**src/dq_pkg.sv**
```systemverilog
// shared types and constants for the double-ended queue
// used by dq_ctrl, dq_datapath and double_ended_queue; no dependencies

package dq_pkg;

    localparam int REQ_W    = 2;
    localparam int VALUE_W  = 32;
    localparam int STATUS_W = 2;
    localparam int OCC_W    = 5;
    localparam int S_DATA_W = 32;
    localparam int M_DATA_W = 40;

    localparam logic [REQ_W-1:0] REQ_PUSH_FRONT = 2'd0;
    localparam logic [REQ_W-1:0] REQ_PUSH_BACK  = 2'd1;
    localparam logic [REQ_W-1:0] REQ_POP_FRONT  = 2'd2;
    localparam logic [REQ_W-1:0] REQ_POP_BACK   = 2'd3;

    localparam logic [STATUS_W-1:0] ST_OK    = 2'd0;
    localparam logic [STATUS_W-1:0] ST_FULL  = 2'd1;
    localparam logic [STATUS_W-1:0] ST_EMPTY = 2'd2;

    typedef struct packed {
        logic                capture;
        logic                wr_en;
        logic                rd_en;
        logic                load;
        logic [STATUS_W-1:0] code;
    } t_dq_cmd;

    typedef struct packed {
        logic is_push;
        logic full;
        logic empty;
    } t_dq_stat;

endpackage

```
**src/double_ended_queue.sv**
```systemverilog
// double-ended queue top level: one request item in, one result item out
// each accepted request passes the capture, store access and result load steps of the
// controller in order, and no new request is taken until its result is loaded
// a result still held by the receiver stalls the next request in its load step
// reset (synchronous, active low) empties the queue and clears head, count and handshake state
// the ring store itself is not cleared; depends on dq_pkg, dq_ctrl and dq_datapath

module double_ended_queue #(
    parameter int DEPTH     = 16,
    parameter int WORD_BITS = 32
) (
    input  logic                          i_clk,
    input  logic                          i_rst_n,
    input  logic                          s_axis_tvalid,
    output logic                          s_axis_tready,
    input  logic [dq_pkg::S_DATA_W-1:0]   s_axis_tdata,  // push_value[31:0]
    input  logic [dq_pkg::REQ_W-1:0]      s_axis_tuser,  // req_type[1:0]
    output logic                          m_axis_tvalid,
    input  logic                          m_axis_tready,
    output logic [dq_pkg::M_DATA_W-1:0]   m_axis_tdata,  // pop_value[31:0], occupancy[36:32], zeros
    output logic [dq_pkg::STATUS_W-1:0]   m_axis_tuser   // status[1:0]
);

    dq_pkg::t_dq_cmd  cmd;
    dq_pkg::t_dq_stat stat;

    logic [dq_pkg::VALUE_W-1:0]  pop_value;
    logic [dq_pkg::STATUS_W-1:0] status;
    logic [dq_pkg::OCC_W-1:0]    occupancy;

    dq_ctrl u_ctrl (
        .i_clk       (i_clk),
        .i_rst_n     (i_rst_n),
        .i_in_valid  (s_axis_tvalid),
        .o_in_ready  (s_axis_tready),
        .o_out_valid (m_axis_tvalid),
        .i_out_ready (m_axis_tready),
        .i_stat      (stat),
        .o_cmd       (cmd)
    );

    dq_datapath #(
        .DEPTH     (DEPTH),
        .WORD_BITS (WORD_BITS)
    ) u_datapath (
        .i_clk       (i_clk),
        .i_rst_n     (i_rst_n),
        .i_req       (s_axis_tuser),
        .i_value     (s_axis_tdata),
        .i_cmd       (cmd),
        .o_stat      (stat),
        .o_pop_value (pop_value),
        .o_status    (status),
        .o_occupancy (occupancy)
    );

    assign m_axis_tdata = {3'b000, occupancy, pop_value};
    assign m_axis_tuser = status;

    // one request at a time
    assert property (@(posedge i_clk) disable iff (!i_rst_n)
        s_axis_tvalid && s_axis_tready |=> !s_axis_tready)
        else $error("request accepted while another is in progress");

    // refused requests return no word
    assert property (@(posedge i_clk) disable iff (!i_rst_n)
        m_axis_tvalid && (m_axis_tuser != dq_pkg::ST_OK) |-> (pop_value == '0))
        else $error("refused request returned a word");

    // a push and a pop are never both issued
    assert property (@(posedge i_clk) disable iff (!i_rst_n)
        !(cmd.wr_en && cmd.rd_en))
        else $error("store written and read for one request");

    // no status code beyond the defined ones
    assert property (@(posedge i_clk) disable iff (!i_rst_n)
        m_axis_tvalid |-> (m_axis_tuser == dq_pkg::ST_OK) ||
                          (m_axis_tuser == dq_pkg::ST_FULL) ||
                          (m_axis_tuser == dq_pkg::ST_EMPTY))
        else $error("undefined status code on result");

endmodule

```
**src/dq_ctrl.sv**
```systemverilog
// controller state machine of the double-ended queue
// depends on dq_pkg for the command and status structs and codes

module dq_ctrl (
    input  logic            i_clk,
    input  logic            i_rst_n,
    input  logic            i_in_valid,
    output logic            o_in_ready,
    output logic            o_out_valid,
    input  logic            i_out_ready,
    input  dq_pkg::t_dq_stat i_stat,
    output dq_pkg::t_dq_cmd  o_cmd
);

    localparam logic [1:0] S_IDLE   = 2'd0;
    localparam logic [1:0] S_ACCESS = 2'd1;
    localparam logic [1:0] S_LOAD   = 2'd2;

    logic [1:0] r_state;
    logic [1:0] n_state;
    logic       r_out_valid;
    logic       n_out_valid;
    logic       out_free;

    assign o_in_ready  = (r_state == S_IDLE);
    assign o_out_valid = r_out_valid;
    assign out_free    = !r_out_valid || i_out_ready;

    always_comb begin
        n_state     = r_state;
        o_cmd       = '0;
        o_cmd.code  = dq_pkg::ST_OK;
        n_out_valid = r_out_valid && !i_out_ready;
        case (r_state)
            S_IDLE: begin
                if (i_in_valid) begin
                    o_cmd.capture = 1'b1;
                    n_state       = S_ACCESS;
                end
            end
            S_ACCESS: begin
                if (i_stat.is_push) begin
                    if (i_stat.full) begin
                        o_cmd.code = dq_pkg::ST_FULL;
                    end else begin
                        o_cmd.wr_en = 1'b1;
                    end
                end else begin
                    if (i_stat.empty) begin
                        o_cmd.code = dq_pkg::ST_EMPTY;
                    end else begin
                        o_cmd.rd_en = 1'b1;
                    end
                end
                n_state = S_LOAD;
            end
            S_LOAD: begin
                if (out_free) begin
                    o_cmd.load  = 1'b1;
                    n_out_valid = 1'b1;
                    n_state     = S_IDLE;
                end
            end
            default: begin
                n_state = S_IDLE;
            end
        endcase
    end

    always_ff @(posedge i_clk) begin
        if (!i_rst_n) begin
            r_state     <= S_IDLE;
            r_out_valid <= 1'b0;
        end else begin
            r_state     <= n_state;
            r_out_valid <= n_out_valid;
        end
    end

endmodule

```
**src/dq_datapath.sv**
```systemverilog
// datapath of the double-ended queue: ring store, head and count, result register
// depends on dq_pkg; driven by commands from dq_ctrl

module dq_datapath #(
    parameter int DEPTH     = 16,
    parameter int WORD_BITS = 32
) (
    input  logic                          i_clk,
    input  logic                          i_rst_n,
    input  logic [dq_pkg::REQ_W-1:0]      i_req,
    input  logic [dq_pkg::VALUE_W-1:0]    i_value,
    input  dq_pkg::t_dq_cmd               i_cmd,
    output dq_pkg::t_dq_stat              o_stat,
    output logic [dq_pkg::VALUE_W-1:0]    o_pop_value,
    output logic [dq_pkg::STATUS_W-1:0]   o_status,
    output logic [dq_pkg::OCC_W-1:0]      o_occupancy
);

    localparam int AW = $clog2(DEPTH);
    localparam int CW = $clog2(DEPTH + 1);
    localparam int SW = CW + 1;
    localparam logic [AW-1:0] LAST_IDX = AW'(DEPTH - 1);
    localparam logic [CW-1:0] FULL_CNT = CW'(DEPTH);
    localparam logic [SW-1:0] DEPTH_S  = SW'(DEPTH);

    logic [WORD_BITS-1:0] r_mem [DEPTH];

    logic [dq_pkg::REQ_W-1:0]    r_req;
    logic [dq_pkg::VALUE_W-1:0]  r_word;
    logic [AW-1:0]               r_head;
    logic [CW-1:0]               r_count;
    logic [WORD_BITS-1:0]        r_rd_data;
    logic                        r_popped;
    logic [dq_pkg::STATUS_W-1:0] r_code;
    logic [dq_pkg::VALUE_W-1:0]  r_out_pop;
    logic [dq_pkg::STATUS_W-1:0] r_out_status;
    logic [dq_pkg::OCC_W-1:0]    r_out_occ;

    logic [AW-1:0] head_prev;
    logic [AW-1:0] head_next;
    logic [SW-1:0] back_sum;
    logic [SW-1:0] last_sum;
    logic [AW-1:0] back_pos;
    logic [AW-1:0] last_pos;
    logic [AW-1:0] wr_addr;
    logic [AW-1:0] rd_addr;

    assign o_stat.is_push = r_req inside {dq_pkg::REQ_PUSH_FRONT, dq_pkg::REQ_PUSH_BACK};
    assign o_stat.full    = (r_count == FULL_CNT);
    assign o_stat.empty   = (r_count == '0);

    always_comb begin
        head_prev = (r_head == '0) ? LAST_IDX : r_head - AW'(1);
        head_next = (r_head == LAST_IDX) ? '0 : r_head + AW'(1);
        back_sum  = SW'(r_head) + SW'(r_count);
        last_sum  = back_sum - SW'(1);
        back_pos  = (back_sum >= DEPTH_S) ? AW'(back_sum - DEPTH_S) : AW'(back_sum);
        last_pos  = (last_sum >= DEPTH_S) ? AW'(last_sum - DEPTH_S) : AW'(last_sum);
        wr_addr   = (r_req == dq_pkg::REQ_PUSH_FRONT) ? head_prev : back_pos;
        rd_addr   = (r_req == dq_pkg::REQ_POP_FRONT) ? r_head : last_pos;
    end

    // ring store
    always_ff @(posedge i_clk) begin
        if (i_cmd.wr_en) begin
            r_mem[wr_addr] <= WORD_BITS'(r_word);
        end
        if (i_cmd.rd_en) begin
            r_rd_data <= r_mem[rd_addr];
        end
    end

    always_ff @(posedge i_clk) begin
        if (!i_rst_n) begin
            r_head  <= '0;
            r_count <= '0;
        end else begin
            if (i_cmd.wr_en) begin
                r_count <= r_count + CW'(1);
                if (r_req == dq_pkg::REQ_PUSH_FRONT) begin
                    r_head <= head_prev;
                end
            end else if (i_cmd.rd_en) begin
                r_count <= r_count - CW'(1);
                if (r_req == dq_pkg::REQ_POP_FRONT) begin
                    r_head <= head_next;
                end
            end
        end
    end

    always_ff @(posedge i_clk) begin
        if (i_cmd.capture) begin
            r_req  <= i_req;
            r_word <= i_value;
        end
        if (i_cmd.wr_en || i_cmd.rd_en || i_cmd.code != dq_pkg::ST_OK) begin
            r_popped <= i_cmd.rd_en;
            r_code   <= i_cmd.code;
        end
        if (i_cmd.load) begin
            r_out_pop    <= r_popped ? dq_pkg::VALUE_W'(r_rd_data) : '0;
            r_out_status <= r_code;
            r_out_occ    <= dq_pkg::OCC_W'(r_count);
        end
    end

    assign o_pop_value = r_out_pop;
    assign o_status    = r_out_status;
    assign o_occupancy = r_out_occ;

endmodule

```
**config.mk**
```make
export PLATFORM = sky130hd
export DESIGN_NAME = double_ended_queue
export DESIGN_NICKNAME = d
export VERILOG_FILES = /design/src/dq_pkg.sv /design/src/double_ended_queue.sv /design/src/dq_ctrl.sv /design/src/dq_datapath.sv
export SDC_FILE = /design/constraint.sdc
export NUM_CORES = 1
export LEC_CHECK = 0
export ABC_AREA = 1
export BUFFER_PORTS_ARGS = -buffer_cell sky130_fd_sc_hd__buf_2
export CORE_MARGIN = 4
export CORE_UTILIZATION = 45
export CTS_CLUSTER_DIAMETER = 30
export DETAILED_ROUTE_END_ITERATION = 8
export GPL_ROUTABILITY_DRIVEN = 1
export PLACE_DENSITY = 0.68
export SLEW_MARGIN = 10
export SYNTH_ARGS = -nofsm -noshare
export SYNTH_HDL_FRONTEND = slang
export SYNTH_SLANG_ARGS = --single-unit
```
**constraint.sdc**
```tcl
create_clock -name i_clk -period 6.08 [get_ports i_clk]
set_input_delay 0.304 -clock i_clk [delete_from_list [all_inputs] [get_ports i_clk]]
set_output_delay 0.304 -clock i_clk [all_outputs]
set_load 0.005 [all_outputs]
```
==> results.txt <==
----------------------------------------------------
[Outcome]
  Result of the run ... finished, final reports clean

[Final layout]
  FILL cells ... about 4.8k
  Fraction of layout cells with a size suffix above 1 ... between 10 and 15%
  Diodes inserted ... 0
  Nets ... roughly 2.9k
  Most frequent cells in the layout ... sky130_fd_sc_hd__nand2_1, sky130_fd_sc_hd__edfxtp_1, sky130_fd_sc_hd__inv_1, sky130_fd_sc_hd__nand3_1, sky130_fd_sc_hd__clkbuf_16
  Synth-to-Final Area Change ... 22.8%
  Utilization after layout ... between 50% and 60%
  Cell area after layout ... around 0.034 mm²
  Most common cell after layout, fill and taps aside ... sky130_fd_sc_hd__nand2_1

[Timing]
  Unrepaired setup endpoints after global routing ... false
  Total setup violations reported at the end of the flow ... 0
  Highest attainable clock frequency ... 274 MHz
  Slew @ Worst Pin ... 1030 ps
  Portion of the clock cycle consumed by the worst path in the final layout ... 60.0%
  Max Transition Viols Final ... 0
  Final min period ... 3650 ps
  Final hold violation count ... 0
  Headroom to the max-slew limit ... between 30 and 40%
  Setup TNS ... 0 ps
  Fin Clk Skew ... about 22 ps

[Min path]
  End of the worst hold path ... u_datapath.r_word[6]
  Type of the most critical hold path ... in -> reg
  Cell depth of the worst hold path ... 2
  HP Start ... s_axis_tdata[6]

[CTS]
  Number of sinks driven by the clock tree ... ~630
  H-tree levels ... 4
  Clock transition at the registers of the reported paths ... around 50 ps
  Clock tree from TritonCTS ... done
  Number of buffers created by CTS ... roughly 130
  Source-to-sink clock delay at the later pin of the worst-skew pair ... between 600 and 700 ps
  Worst-case clock buffer depth ... 3
  Library cell used as clock root buffer ... sky130_fd_sc_hd__clkbuf_16

[Setup path]
  Reg2reg setup slack ... 2430 ps
  Peak per-stage delay on the critical path ... between 800 and 900 ps
  Kind of critical path ... reg -> reg
  Worst EP required ... between 6000 and 7000 ps
  Number of cell instances on the worst register-to-register path ... 12
  Reg-to-reg critical path endpoint ... u_datapath.r_rd_data[9]
  Worst-path cell with the longest stage delay ... sky130_fd_sc_hd__o21ai_4
  Reg-to-Reg Start ... u_datapath.r_count[0]
  Setup crit start kind ... register
  Crit path capture type ... register
  Critical Path, Cell by Cell ... ha_1, fa_1, inv_1, ha_1, o21ai_4, buf_12, nand3_1, nand2_1, nand2_1, nand2_1, nand2_1, nand2_1
  Most frequent cell on the critical path ... sky130_fd_sc_hd__nand2_1
  Peak fanout along the critical path ... 99
  CP Data Arrival Time ... about 4200 ps

[Die]
  Die span in x ... 255 µm
  Initial standard-cell utilization of the core ... between 40 and 50%
  Placeable Area ... ~0.060 mm²
  Total Die Area ... 0.0648 mm²
  Num ports ... 82
  DIE HEIGHT ... approximately 250 µm
  Standard-cell row count ... 90

[Pwr]
  Power per Cell Area ... just over 400 mW/mm²
  Maximum vdd drop ... about 0.00024 V
  Static leakage power ... roughly 0.015 µW
  Overall Power ... approximately 14,000 µW

[Synthesis]
  Synth warnings ... 0
  #FFs+latches synth ... between 600 and 700
  Synth Area per Inst ... 10.3 µm²
  Count of flip-flops with a built-in enable after synthesis ... between 600 and 700
  Most frequently used flop master after synthesis ... sky130_fd_sc_hd__edfxtp_1
  Sequential share of the synthesized area ... between 60% and 70%
  Unique cell type count in the Yosys netlist ... 28
  Post-Synthesis Cell Area ... around 0.027 mm²
  Top cell type's share of synthesized area ... a little under 70%
  Cell accounting for the most synthesized area ... sky130_fd_sc_hd__edfxtp_1
  Biggest area contributors in the synthesized netlist ... sky130_fd_sc_hd__edfxtp_1, sky130_fd_sc_hd__nand2_1, sky130_fd_sc_hd__inv_1, sky130_fd_sc_hd__nand3_1, sky130_fd_sc_hd__nand3b_1
  Number of instances in the synthesized netlist ... between 2k and 3k
  Fraction of synthesis flops using an asynchronous set or reset pin ... 0%

[Route]
  Detailed router's first-iteration violation count ... about 1.5k
  Count of vias placed by the detailed router ... between 15k and 20k
  Total Wirelength ... approximately 67,000 µm
  Routed len/inst ... ~18 µm
  Antenna Violating Nets Remaining ... 0
  Final routed DRC violation total ... 0
  Vias per std cell ... 4.96
  Drt first pass iters ... 5

[GRT]
  Pin count of the biggest net entering global routing ... ~190
  First-pass GRT wire length ... between 100,000 and 150,000 µm
  Number of antenna violations at the first check in global routing ... 0
  Number of global-route vias before repair ... around 18k
  GR Util All Layers ... 20.7%
  Total congestion overflow ... 0

[Job]
  Count of maximum capacitance violations ... 0

[Placed design]
  Cell area reported after detailed placement ... around 0.029 mm²
  Count of buffers inserted at the top-level ports ... just under 80
  Final GP Congestion ... slightly above 0.8
  DP HPWL ... roughly 32,000 µm

----------------------------------------------------
==> per-stage QoR <==
step | setup slack [ps] | std cells | hold slack (ps)
6_report | 2430 | 3705 | 317
5_1_grt | 2250 | 3705 | 302
4_1_cts | 2450 | 3705 | 278
3_5_place_dp | 2480 | 3423 | 431
3_3_place_gp | 2520 | 3423 | 406
2_1_floorplan | 2470 | 2646 | 400
==> cell families after synthesis <==
kind of cell             count (synthesis)  synth area share, %
AO/OA/AOI/OAI                           31                0.576
adder cells (fa/ha/maj)                 12                0.604
other                                    1               0.0137
XOR/XNOR                                 4                0.128
AND/OR/NAND/NOR                       1338                 20.6
flip-flops                             632                 68.9
buffers and inverters                  626                 9.19
==> sequential cells by signal, summed over array words and instances, names as in the netlist <==
register,flops
u_datapath.r_mem,512
u_ctrl.r_state,2
u_datapath.o_pop_value,32
u_datapath.r_rd_data,32
u_datapath.r_count,5
u_datapath.r_popped,1
u_datapath.o_occupancy,5
u_datapath.o_status,2
u_datapath.r_word,32
u_datapath.r_req,2
u_ctrl.o_out_valid,1
u_datapath.r_head,4
u_datapath.r_code,2
==> critical path: cells and delay by family (launching register included) <==
kind | cells | cell delay (ps)
buffers and inverters | 2 | 570
AND/OR/NAND/NOR | 6 | 580
flip-flops | 1 | 370
AO/OA/AOI/OAI | 1 | 820
adder cells (fa/ha/maj) | 3 | 1120
==> how the worst max path moves through the flow <==
| stage | start | endpoint | slack (ps) | cells after the start |
|---|---|---|---|---|
| 4_1_cts | u_datapath.r_count[0] | u_datapath.r_rd_data[9] | 2450 | 12 |
| 3_5_place_dp | u_datapath.r_count[0] | u_datapath.r_rd_data[17] | 2480 | 12 |
| 3_3_place_gp | u_datapath.r_count[0] | u_datapath.r_rd_data[20] | 2520 | 12 |
| 5_1_grt | u_datapath.r_count[0] | u_datapath.r_rd_data[9] | 2250 | 12 |
| 2_1_floorplan | u_ctrl.r_state[1] | u_datapath.o_occupancy[0] | 2470 | 2 |
| 6_report | u_datapath.r_count[0] | u_datapath.r_rd_data[9] | 2430 | 12 |
==> repair_timing <==
| action | 4_1_cts | 5_1_grt |
|---|---|---|
| gates resized for setup | 0 | 0 |
| hold buffers | 39 | 0 |
| endpoints found under the setup margin | 0 | 0 |
| setup buffers | 0 | 0 |
| endpoints found under the hold margin | 46 | 0 |
==> synthesized netlist by cell type (all sizes together) (2+ instances only) <==
cell,instances
edfxtp,620
nand3,265
inv,510
nor2,29
clkbuf,8
nand4,2
fa,2
xor2,2
a21oi,12
nand3b,65
ha,10
xnor2,2
buf,108
nand2,969
o21ai,18
dfxtp,12
nor3,5
==> cell type report <==
type | count | area, µm² | share of cell area, %
clock buffers | 157 | 3520 | 10.5
clock inverters | 86 | 1070 | 3.19
inverters | 510 | 1910 | 5.70
multi-input cells | 1388 | 6180 | 18.4
flip-flops and latches | 632 | 18900 | 56.1
well taps | 782 | 978 | 2.91
repair buffers | 150 | 1070 | 3.17
==> power breakdown <==
| part | internal [µW] | total, µW | switching (µW) |
|---|---|---|---|
| clock | 5020 | 7300 | 2280 |
| combinational | 400 | 1340 | 938 |
| sequential | 4900 | 4970 | 73.5 |
==> routing by layer <==
layer	track usage, %	vias up	wire length, µm
li1	-	8809	-
met1	26.3	8677	27200
met2	34.2	730	32100
met3	5.11	156	5120
met4	8.81	0	2030
met5	0	-	0
No activity file was read; power rests on OpenSTA's default activity.
